===== config.mk =====
export PLATFORM = sky130hd
export DESIGN_NAME = multi_slot_deadline_timer_table
export DESIGN_NICKNAME = d
export VERILOG_FILES = /design/src/mdtt_pkg.sv /design/src/multi_slot_deadline_timer_table.sv /design/src/mdtt_cell.sv /design/src/mdtt_ring.sv
export VERILOG_INCLUDE_DIRS = /design/src /design/src/src
export SDC_FILE = /design/constraint.sdc
export NUM_CORES = 1
export LEC_CHECK = 0
export BUFFER_PORTS_ARGS = -buffer_cell sky130_fd_sc_hd__buf_2
export CAP_MARGIN = 15
export CORE_ASPECT_RATIO = 0.7
export CORE_MARGIN = 5
export CORE_UTILIZATION = 30
export DETAILED_ROUTE_END_ITERATION = 16
export SLEW_MARGIN = 10
export SYNTH_ARGS = -nofsm -noshare
export SYNTH_HDL_FRONTEND = slang
export SYNTH_HIERARCHICAL = 1
export SYNTH_SLANG_ARGS = --single-unit

===== constraint.sdc =====
create_clock -name i_clk -period 20.1 [get_ports i_clk]
set_input_delay 1.005 -clock i_clk [delete_from_list [all_inputs] [get_ports i_clk]]
set_output_delay 1.005 -clock i_clk [all_outputs]
set_load 0.01 [all_outputs]

===== src/multi_slot_deadline_timer_table_defines.svh =====
// ----------------------------------------------------------------------------
// Deadline timer table assertion macros
// Shared property forms for the timer table checks.
// ----------------------------------------------------------------------------
`ifndef MULTI_SLOT_DEADLINE_TIMER_TABLE_DEFINES_SVH
`define MULTI_SLOT_DEADLINE_TIMER_TABLE_DEFINES_SVH

// same-cycle implication, disabled during reset
`define MDTT_ASSERT_IMP(label, ante, cons, msg) \
    label: assert property (@(posedge i_clk) disable iff (!i_rst_n) \
        (ante) |-> (cons)) else $error(msg);

// next-cycle implication, disabled during reset
`define MDTT_ASSERT_NXT(label, ante, cons, msg) \
    label: assert property (@(posedge i_clk) disable iff (!i_rst_n) \
        (ante) |=> (cons)) else $error(msg);

`endif


===== src/mdtt_pkg.sv =====
// ----------------------------------------------------------------------------
// Deadline timer table package
// Sizes, operation and result codes, and the slot entry type.
// ----------------------------------------------------------------------------
package mdtt_pkg;

    localparam int SLOTS   = 32;
    localparam int IDX_W   = $clog2(SLOTS);
    localparam int MAX_RES = 32;
    localparam int NEXP_W  = $clog2(MAX_RES + 1);
    localparam int TIME_W  = 32;
    localparam int ID_W    = 8;
    localparam int SLOT_W  = 5;

    localparam logic [TIME_W-1:0] ALL_ONES = 32'hffff_ffff;

    typedef logic [1:0]       t_op;
    typedef logic [2:0]       t_kind;
    typedef logic [IDX_W-1:0] t_idx;

    localparam t_op OP_TICK    = 2'd0;
    localparam t_op OP_ADD     = 2'd1;
    localparam t_op OP_DELETE  = 2'd2;
    localparam t_op OP_PROCESS = 2'd3;

    localparam t_kind KIND_ADDED   = 3'd0;
    localparam t_kind KIND_FULL    = 3'd1;
    localparam t_kind KIND_EXPIRED = 3'd2;
    localparam t_kind KIND_TICK    = 3'd3;
    localparam t_kind KIND_DELETED = 3'd4;
    localparam t_kind KIND_NONE    = 3'd5;

    typedef struct packed {
        logic              active;
        logic [TIME_W-1:0] deadline;
    } t_slot;

endpackage


===== src/multi_slot_deadline_timer_table.sv =====
// ----------------------------------------------------------------------------
// Multi-slot deadline timer table
// Tick count, ring of timer slots and earliest deadline, with add, delete
// and expiry scan operations.
// ----------------------------------------------------------------------------
//  channel  signals                              direction
//  in       i_in_valid / o_in_ready, op fields   into block
//  out      o_out_valid / i_out_ready, results   out of block
//
//  Tick, and a process item while the count is below the earliest deadline,
//  go from accept to the final state, which passes the result to the output
//  register once it is free. Add, delete and process rotate the slot ring
//  once past the head cell, one slot a cycle. A process item that expires
//  slots stalls the rotation while a result waits on the output register.
//  Reset clears every active bit at once; no clearing pass is run.
// ----------------------------------------------------------------------------
`include "multi_slot_deadline_timer_table_defines.svh"

module multi_slot_deadline_timer_table (
    input  logic                         i_clk,
    input  logic                         i_rst_n,
    input  logic                         i_in_valid,
    output logic                         o_in_ready,
    input  logic [1:0]                   i_operation,
    input  logic [mdtt_pkg::TIME_W-1:0]  i_timeout,
    input  logic [mdtt_pkg::ID_W-1:0]    i_slot_id,
    output logic                         o_out_valid,
    input  logic                         i_out_ready,
    output logic [2:0]                   o_kind,
    output logic [mdtt_pkg::SLOT_W-1:0]  o_slot,
    output logic                         o_irq_pending,
    output logic [mdtt_pkg::TIME_W-1:0]  o_now_time,
    output logic                         o_last
);

    localparam logic [1:0] S_IDLE = 2'd0;
    localparam logic [1:0] S_SCAN = 2'd1;
    localparam logic [1:0] S_FIN  = 2'd2;

    localparam mdtt_pkg::t_idx IDX_LAST = mdtt_pkg::IDX_W'(mdtt_pkg::SLOTS - 1);

    logic [1:0]                        r_state;
    logic [mdtt_pkg::TIME_W-1:0]       r_now;
    logic [mdtt_pkg::TIME_W-1:0]       r_earliest;
    logic                              r_hold_valid;
    logic                              r_out_valid;

    mdtt_pkg::t_op                     r_op;
    logic [mdtt_pkg::TIME_W-1:0]       r_value;
    logic [mdtt_pkg::ID_W-1:0]         r_id;
    mdtt_pkg::t_idx                    r_idx;
    logic                              r_placed;
    mdtt_pkg::t_idx                    r_add_slot;
    logic [mdtt_pkg::TIME_W-1:0]       r_min;
    logic [mdtt_pkg::NEXP_W-1:0]       r_nexp;
    mdtt_pkg::t_idx                    r_hold_slot;

    mdtt_pkg::t_kind                   r_kind;
    logic [mdtt_pkg::SLOT_W-1:0]       r_slot;
    logic                              r_irq;
    logic [mdtt_pkg::TIME_W-1:0]       r_now_out;
    logic                              r_last;

    mdtt_pkg::t_slot                   w_head;
    mdtt_pkg::t_slot                   w_tail;
    logic                              w_in_acc;
    logic                              w_out_free;
    logic                              w_is_add;
    logic                              w_is_proc;
    logic                              w_due;
    logic                              w_take;
    logic                              w_del;
    logic                              w_step;
    logic                              w_last_step;
    logic                              w_push_part;
    logic                              w_push_fin;
    logic [mdtt_pkg::TIME_W-1:0]       w_min_next;
    mdtt_pkg::t_kind                   w_fin_kind;
    logic [mdtt_pkg::SLOT_W-1:0]       w_fin_slot;
    logic                              w_fin_irq;

    mdtt_ring u_ring (
        .i_clk   (i_clk),
        .i_rst_n (i_rst_n),
        .i_shift (w_step),
        .i_tail  (w_tail),
        .o_head  (w_head)
    );

    assign o_in_ready = (r_state == S_IDLE);
    assign w_in_acc   = i_in_valid && o_in_ready;
    assign w_out_free = !r_out_valid || i_out_ready;

    assign w_is_add  = (r_op == mdtt_pkg::OP_ADD);
    assign w_is_proc = (r_op == mdtt_pkg::OP_PROCESS);

    // the expiry limit keeps later due slots active for the next process item
    assign w_due  = w_is_proc && w_head.active && (w_head.deadline <= r_now)
                    && (r_nexp < mdtt_pkg::NEXP_W'(mdtt_pkg::MAX_RES));
    assign w_take = w_is_add && !r_placed && !w_head.active;
    assign w_del  = (r_op == mdtt_pkg::OP_DELETE)
                    && (r_id == mdtt_pkg::ID_W'(r_idx));

    // hold the ring while a held expiry cannot be handed to the output
    assign w_step      = (r_state == S_SCAN) && !(w_due && r_hold_valid && !w_out_free);
    assign w_last_step = w_step && (r_idx == IDX_LAST);
    assign w_push_part = (r_state == S_SCAN) && w_due && r_hold_valid && w_out_free;
    assign w_push_fin  = (r_state == S_FIN) && w_out_free;

    always_comb begin
        w_tail = w_head;
        if (w_take) begin
            w_tail.active   = 1'b1;
            w_tail.deadline = r_value;
        end
        if (w_due || w_del) begin
            w_tail.active = 1'b0;
        end
    end

    assign w_min_next = (w_head.active && !w_due && (w_head.deadline < r_min))
                        ? w_head.deadline : r_min;

    always_comb begin
        w_fin_kind = mdtt_pkg::KIND_NONE;
        w_fin_slot = '0;
        w_fin_irq  = 1'b0;
        case (r_op)
            mdtt_pkg::OP_TICK: begin
                w_fin_kind = mdtt_pkg::KIND_TICK;
                w_fin_irq  = (r_now >= r_earliest);
            end
            mdtt_pkg::OP_ADD: begin
                if (r_placed) begin
                    w_fin_kind = mdtt_pkg::KIND_ADDED;
                    w_fin_slot = mdtt_pkg::SLOT_W'(r_add_slot);
                end else begin
                    w_fin_kind = mdtt_pkg::KIND_FULL;
                end
            end
            mdtt_pkg::OP_DELETE: begin
                w_fin_kind = mdtt_pkg::KIND_DELETED;
            end
            default: begin
                if (r_hold_valid) begin
                    w_fin_kind = mdtt_pkg::KIND_EXPIRED;
                    w_fin_slot = mdtt_pkg::SLOT_W'(r_hold_slot);
                end
            end
        endcase
    end

    always_ff @(posedge i_clk) begin
        if (!i_rst_n) begin
            r_state      <= S_IDLE;
            r_now        <= '0;
            r_earliest   <= mdtt_pkg::ALL_ONES;
            r_hold_valid <= 1'b0;
            r_out_valid  <= 1'b0;
        end else begin
            if (w_push_part || w_push_fin) begin
                r_out_valid <= 1'b1;
            end else if (i_out_ready) begin
                r_out_valid <= 1'b0;
            end

            case (r_state)
                S_IDLE: begin
                    if (w_in_acc) begin
                        case (i_operation)
                            mdtt_pkg::OP_TICK: begin
                                r_now   <= r_now + 1'b1;
                                r_state <= S_FIN;
                            end
                            mdtt_pkg::OP_PROCESS: begin
                                r_state <= (r_now < r_earliest) ? S_FIN : S_SCAN;
                            end
                            default: begin
                                r_state <= S_SCAN;
                            end
                        endcase
                    end
                end
                S_SCAN: begin
                    if (w_step) begin
                        if (w_due) begin
                            r_hold_valid <= 1'b1;
                        end
                        if (w_take && (r_value < r_earliest)) begin
                            r_earliest <= r_value;
                        end
                        if (w_last_step) begin
                            r_state <= S_FIN;
                            if (w_is_proc) begin
                                r_earliest <= w_min_next;
                            end
                        end
                    end
                end
                S_FIN: begin
                    if (w_out_free) begin
                        r_state      <= S_IDLE;
                        r_hold_valid <= 1'b0;
                    end
                end
                default: begin
                    r_state <= S_IDLE;
                end
            endcase
        end
    end

    always_ff @(posedge i_clk) begin
        if (w_in_acc) begin
            r_op     <= i_operation;
            r_value  <= r_now + i_timeout;
            r_id     <= i_slot_id;
            r_idx    <= '0;
            r_placed <= 1'b0;
            r_min    <= mdtt_pkg::ALL_ONES;
            r_nexp   <= '0;
        end else if (w_step) begin
            r_idx <= (r_idx == IDX_LAST) ? '0 : r_idx + 1'b1;
            r_min <= w_min_next;
            if (w_take) begin
                r_placed   <= 1'b1;
                r_add_slot <= r_idx;
            end
            if (w_due) begin
                r_nexp      <= r_nexp + 1'b1;
                r_hold_slot <= r_idx;
            end
        end

        if (w_push_part) begin
            r_kind    <= mdtt_pkg::KIND_EXPIRED;
            r_slot    <= mdtt_pkg::SLOT_W'(r_hold_slot);
            r_irq     <= 1'b0;
            r_now_out <= r_now;
            r_last    <= 1'b0;
        end else if (w_push_fin) begin
            r_kind    <= w_fin_kind;
            r_slot    <= w_fin_slot;
            r_irq     <= w_fin_irq;
            r_now_out <= r_now;
            r_last    <= 1'b1;
        end
    end

    assign o_out_valid   = r_out_valid;
    assign o_kind        = r_kind;
    assign o_slot        = r_slot;
    assign o_irq_pending = r_irq;
    assign o_now_time    = r_now_out;
    assign o_last        = r_last;

    `MDTT_ASSERT_NXT(a_ring_realigned, w_last_step, (r_idx == '0) && (r_state == S_FIN), "slot ring not back in order after a full rotation")
    `MDTT_ASSERT_IMP(a_hold_only_process, r_hold_valid, r_op == mdtt_pkg::OP_PROCESS, "held expiry outside a process item")
    `MDTT_ASSERT_IMP(a_idle_hold_empty, r_state == S_IDLE, !r_hold_valid, "held expiry left over when idle")
    `MDTT_ASSERT_IMP(a_partial_is_expiry, o_out_valid && !o_last, o_kind == mdtt_pkg::KIND_EXPIRED, "non-final result that is not an expiry")
    `MDTT_ASSERT_IMP(a_expiry_limit, r_state == S_SCAN, r_nexp <= mdtt_pkg::NEXP_W'(mdtt_pkg::MAX_RES), "too many expirations in one scan")

endmodule


===== src/mdtt_cell.sv =====
// ----------------------------------------------------------------------------
// Timer slot cell
// Holds one slot entry and loads its neighbor's entry on each shift.
// ----------------------------------------------------------------------------
module mdtt_cell (
    input  logic           i_clk,
    input  logic           i_rst_n,
    input  logic           i_shift,
    input  mdtt_pkg::t_slot i_entry,
    output mdtt_pkg::t_slot o_entry
);

    logic                        r_active;
    logic [mdtt_pkg::TIME_W-1:0] r_deadline;

    always_ff @(posedge i_clk) begin
        if (!i_rst_n) begin
            r_active <= 1'b0;
        end else if (i_shift) begin
            r_active <= i_entry.active;
        end
    end

    always_ff @(posedge i_clk) begin
        if (i_shift) begin
            r_deadline <= i_entry.deadline;
        end
    end

    assign o_entry.active   = r_active;
    assign o_entry.deadline = r_deadline;

endmodule


===== src/mdtt_ring.sv =====
// ----------------------------------------------------------------------------
// Timer slot ring
// Row of slot cells; each shift moves every entry one cell toward the head
// and loads the tail with the entry updated at the head.
// ----------------------------------------------------------------------------
module mdtt_ring (
    input  logic            i_clk,
    input  logic            i_rst_n,
    input  logic            i_shift,
    input  mdtt_pkg::t_slot i_tail,
    output mdtt_pkg::t_slot o_head
);

    mdtt_pkg::t_slot w_cell_out [mdtt_pkg::SLOTS];

    for (genvar k = 0; k < mdtt_pkg::SLOTS; k++) begin : g_cell
        mdtt_pkg::t_slot w_cell_in;

        if (k == mdtt_pkg::SLOTS - 1) begin : g_tail
            assign w_cell_in = i_tail;
        end else begin : g_body
            assign w_cell_in = w_cell_out[k+1];
        end

        mdtt_cell u_cell (
            .i_clk   (i_clk),
            .i_rst_n (i_rst_n),
            .i_shift (i_shift),
            .i_entry (w_cell_in),
            .o_entry (w_cell_out[k])
        );
    end

    assign o_head = w_cell_out[0];

endmodule


* After elaboration in Yosys (flattened, before gate mapping)
Index checks and enable logic that the tools add are counted.
Word-level totals: bits in latches 0, logic and storage cells 180, memory bits (writable) 0, ROM bits 0, flip-flop bits (word level) 1262, memories kept 0, output and inout bits 44
Cells by class: div/mod/pow operators 0, bitwise operators 1, mux-type cells 31, $lt $le $gt $ge 6, $mul 0, reduce and logical (&&, ||, !) cells 42, add/subtract/negate cells 4, eq/ne operators 13, shifts and indexed selects 0
Operator list (count):
- $mux W32 | 6
- $lt A32 B32 Y1 | 3
- $mux W33 | 1
- $add A32 B1 Y32 const B | 1
- $add A32 B32 Y32 | 1
- $ge A32 B32 Y1 | 1
- $le A32 B32 Y1 | 1
- $mux W5 | 5
- $logic_and A1 B1 Y1 | 18
- $mux W2 | 5
- $pmux W5 S2 | 1
- $pmux W3 S3 | 1
- $reduce_and A3 Y1 | 3
- $eq A2 B2 Y1 const B | 4
- $eq A8 B5 Y1 | 1
- $mux W1 | 8
- $ne A2 B2 Y1 const B | 4
- $reduce_and A4 Y1 | 2
- $add A6 B1 Y6 const B | 1
- $logic_not A1 Y1 | 6
- $logic_not A2 Y1 | 3
- $lt A6 B6 Y1 const B | 1
- $pmux W2 S3 | 1
- $reduce_and A2 Y1 | 3
- 11 further kinds | 16

* Logic depth before layout (Yosys ltp)
word-level depth 12, gate-level depth with buffers 16, depth with buffers taken out 14

* Hierarchy
Netlist, hierarchy kept.
Modules (own cells, without submodules):
- mdtt_cell | cells each 36, area each 1004.7 µm², instances 32, sequential area each 980.9 µm²
- multi_slot_deadline_timer_table | cells each 1281, area each 12771.0 µm², instances 1, sequential area each 5014.8 µm²

* Least setup slack after synthesis
Ideal clock, no wire load.
path kind register to register, start reg r_now[1] (netlist bit), end reg r_earliest[10] (netlist bit), cell stages (with the launch flop) 15, buffers on the path 2, arrival 16.055 ns, slack 3.927 ns, cells stage by stage dfxtp_1 > inv_1 > ha_1 > nor2b_1 > o21a_1 > o21ai_0 > a211oi_1 > o41ai_2 > a21oi_2 > o21ai_4 > inv_2 > buf_2 > nand3_1 > buf_2 > o221a_1
Between the ends: longest elaborated chain between the ends 9, elaborated cells on any way between the ends 15
RTL lines:
- start: declaration | RTL line multi_slot_deadline_timer_table.sv:43 | logic [mdtt_pkg::TIME_W-1:0] r_now;
- start signal: assignment | RTL line multi_slot_deadline_timer_table.sv:172 | r_now <= r_now + 1'b1;
- $le A32 B32 Y1 * | RTL line multi_slot_deadline_timer_table.sv:98 | assign w_due = w_is_proc && w_head.active && (w_head.deadline <= r_now)
- $logic_and A1 B1 Y1 * | RTL line multi_slot_deadline_timer_table.sv:98
- $logic_and A1 B1 Y1 * | RTL line multi_slot_deadline_timer_table.sv:99 | && (r_nexp < mdtt_pkg::NEXP_W'(mdtt_pkg::MAX_RES));
- $logic_and A1 B1 Y1 * (2 in a row) | RTL line multi_slot_deadline_timer_table.sv:105 | assign w_step = (r_state == S_SCAN) && !(w_due && r_hold_valid && !w_out_free);
- $logic_not A1 Y1 * | RTL line multi_slot_deadline_timer_table.sv:105
- $logic_and A1 B1 Y1 * | RTL line multi_slot_deadline_timer_table.sv:105
- via w_step | RTL line multi_slot_deadline_timer_table.sv:73 | logic w_step;
- $logic_and A1 B1 Y1 | RTL line multi_slot_deadline_timer_table.sv:106 | assign w_last_step = w_step && (r_idx == IDX_LAST);
- $mux W32 | RTL line multi_slot_deadline_timer_table.sv:192 | if (w_last_step) begin
- end signal: assignment | RTL line multi_slot_deadline_timer_table.sv:157 | r_earliest <= mdtt_pkg::ALL_ONES;
- end signal: assignment | RTL line multi_slot_deadline_timer_table.sv:190 | r_earliest <= r_value;
- end signal: assignment | RTL line multi_slot_deadline_timer_table.sv:195 | r_earliest <= w_min_next;
- end: declaration | RTL line multi_slot_deadline_timer_table.sv:44 | logic [mdtt_pkg::TIME_W-1:0] r_earliest;
Mark *: on every way through the listed nets, which the timed path passes. The rest lies on a longest branch. A chain may end at the register's enable or synchronous reset.

* Worst setup path after layout
start reg r_now[10] (netlist bit), end reg u_ring/g_cell[16].u_cell/r_deadline[10] (netlist bit) (enable)
Between the ends: longest elaborated chain between the ends 7
RTL lines:
- $le A32 B32 Y1 | RTL line multi_slot_deadline_timer_table.sv:98
- $logic_and A1 B1 Y1 | RTL line multi_slot_deadline_timer_table.sv:98
- $logic_and A1 B1 Y1 | RTL line multi_slot_deadline_timer_table.sv:99
- $logic_and A1 B1 Y1 (2 in a row) | RTL line multi_slot_deadline_timer_table.sv:105
- $logic_not A1 Y1 | RTL line multi_slot_deadline_timer_table.sv:105
- $logic_and A1 B1 Y1 | RTL line multi_slot_deadline_timer_table.sv:105
- end signal: assignment | RTL line mdtt_cell.sv:26 | r_deadline <= i_entry.deadline;
- end: declaration | RTL line mdtt_cell.sv:14 | logic [mdtt_pkg::TIME_W-1:0] r_deadline;
No other way between the ends.

==> results.toml <==
[die]
die_h_um = 334
row_count = 118
fp.dieArea_um2 = 158000
initial_core_util_pct = 30.3
ioPinCount = 90
core_um2 = 148000
die_w_um = 473

[timing]
fin_tns_setup_ns = 0
hold_viol = 0
min_period_ns = 6.54
whs_ns = 0.388
fmax_mhz = 153
finalWorstSetupSlack_ns = 13.56
tightest_slew_ns = 1.09
slew_viol_final = 0
max_slew_margin_pct = 27.5
rsz0062_at_grt = "false"
fin_worst_skew_ns = 0.0446
period_share_pct = 32.6
setup_viol = 0

[setup_path]
worstPathArrival_ns = 6.85
worstPathMaxFanout = 195
worstPathCellList = "inv_1, ha_1, nand4_1, or2_1, o22ai_1, o41ai_2, a21oi_2, o21ai_4, inv_8, buf_12, buf_4, buf_4"
cpMostUsedCell = "buf_4"
slowest_delay_ns = 0.98
slowest_stage = "buf_4"
worst_setup_path_start_kind = "flip-flop"
required_ns = 20.41
endpoint_kind = "flip-flop"
worstSetupPathType = "flip-flop to flip-flop"

[yosys]
synth_ff_type = "edfxtp_1"
yosys.area.top_type = "edfxtp_1"
async_flop_share_pct = 0
yosysWarnings = 6
synthesis.area_um2 = 44900
synth.most_common_cell = "edfxtp_1"
ys_seq_area_share_pct = 81.0
synthTopCellsByCount = "edfxtp_1 (1,113), ha_1 (163), dfxtp_1 (149)"
synthDistinctLibCells = 73
syn_area_per_cell_um2 = 18.5
syn_inst = 2433
synth_top_area_share_pct = 74.4
synth-edff-count = 1113
syn_nets = 2643
synth_area_leaders = "edfxtp_1 (74%), dfxtp_1 (6.6%), ha_1 (4.5%), o211ai_1 (1.1%), a21o_1 (1.0%)"
synth_seq_cells = 1262

[drt]
routed_wirelength_um = 82900
drtPass1Iterations = 5
postRouteAntennaNets = 0
via_per_inst = 4.43
drc_errors = 0
via_count = 20554
drt-initial-drc-count = 2177
wl_per_cell_um = 17.9

[power_and_ir_drop]
vdd_drop_max_uv = 71.1
p_per_area_nw_per_um2 = 109
leakage_uw = 0.0179

[clock_tree]
cts_tree = "done"
cts.clk_slew.worst_paths_ns = 0.07
insertion_delay_ns = 0.73
cts_setup_buffers = 0
cts-hold-fix-buffers = 0
cts_root_buffer = "clkbuf_16"
cts_buffers = 104
clock_path_buffers = 3
h-tree-depth = 3
post_cts_resized = 0
cts.sinks = 1262

[place]
numPortBuffers = 89
gp_congestion = 0.828
hpwl_um = 51600
post-place-ws_ns = 13.58

[cells_and_area]
seqCellArea_um2 = 36400
syn_to_final_growth_pct = 14.1
layout-drive-gt1-share_pct = 12.0
fillers = 13877
multiInputGateArea_um2 = 7650
fin_nets = 2781
final_util_pct = 34.5

[global_routing]
track_usage_pct = 10.2
grt_pass1_vias = 19485
grt_max_degree = 211
grt_pass1_wl_um = 123000
grt_overflow_total = 0
antenna_found_initial = 8

[outcome]
status = "complete, no violations"

[hold_path]
hold_class = "flip-flop to flip-flop"

[job]
cap_violations = 0
cell type report:
class | count | area share (%)
flip-flops and latches | 1262 | 71.0
multi-input cells | 985 | 14.9
clock buffers | 126 | 5.32
well taps | 1980 | 4.83
clock inverters | 70 | 1.87
repair buffers | 105 | 1.15
inverters | 113 | 0.842
diodes | 2 | 0.00977
worst max-delay path: cells and delay by family, from the launching register on:
kind,cells,cell delay (ns)
buffers and inverters,5,3.28
and+or+nand+nor,2,0.51
DFF,1,0.56
AOI/OAI and AO/OA,4,1.07
adders and majority gates,1,0.32
final timing paths:
kind	start	end	slack [ns]	cells after the start
setup / recovery	r_now[10]	u_ring/g_cell[16].u_cell/r_deadline[10]	13.56	12
hold / removal	u_ring/g_cell[4].u_cell/r_deadline[29]	u_ring/g_cell[3].u_cell/r_deadline[29]	0.39	0
setup reg to reg	r_now[10]	u_ring/g_cell[16].u_cell/r_deadline[10]	13.56	12
hold reg to reg	u_ring/g_cell[4].u_cell/r_deadline[29]	u_ring/g_cell[3].u_cell/r_deadline[29]	0.39	0
per-layer routing:
metal	wire length [um]	global-route usage (%)
met2	34300	14.1
met5	0	0
met1	42100	15.9
met3	4750	2.38
met4	1710	2.98
report_power, final:
group | internal, uW | leakage (uW) | switching [uW]
Combinational | 54.8 | 0.00461 | 179
Sequential | 3120 | 0.0115 | 74.5
Clock | 1220 | 0.00178 | 936
through the flow:
stage	power, uW	instance area, um^2	cells
6_report	5590	51200	4643
5_1_grt	5820	51200	4643
4_1_cts	5670	51200	4641
3_5_place_dp	3490	47600	4445
3_3_place_gp	3490	47600	4445
2_1_floorplan	3500	44900	2433
layout by cell type, fill, tap and decap left out, types with 18 or more instances in the layout:
cell / Yosys / final
buf_2: 14 / 89
nor2b_1: 52 / 52
edfxtp_1: 1113 / 1113
inv_1: 111 / 110
and2_1: 35 / 34
o221a_1: 31 / 31
ha_1: 163 / 163
mux2_2: 32 / 32
a21o_1: 60 / 60
bufinv_16: 0 / 19
dfxtp_1: 149 / 149
clkbuf_1: 16 / 18
o211ai_1: 64 / 64
mux2i_1: 36 / 36
clkinv_1: 0 / 19
o21ai_0: 33 / 33
nor2_1: 38 / 38
a21oi_1: 62 / 62
nand4_1: 38 / 38
clkbuf_16: 0 / 104
xnor2_1: 45 / 45
nand2_1: 107 / 106
state kept, by name, indices dropped and copies added, names as in the netlist, 6 cells and up:
signal and flops:
r_value 32, u_ring/g_cell.u_cell/r_active 32, r_now 32, u_ring/g_cell.u_cell/r_deadline 1024, r_nexp 6, r_earliest 32, r_id 8, o_now_time 32
r_min 32
cells by family (layout without fill, tap and decap cells):
family          Yosys count  in the layout  share of synthesized area (%)
compound gates          327            327                           5.26
xor+xnor                 62             62                           1.21
fa+ha+maj               164            164                           4.58
buf+inv                 186            414                           1.97
flops                  1262           1262                           81.0
mux                      68             68                           1.60
other cells               0              2                              0
simple gates            364            364                           4.33
(Power assumes the default switching activity.)
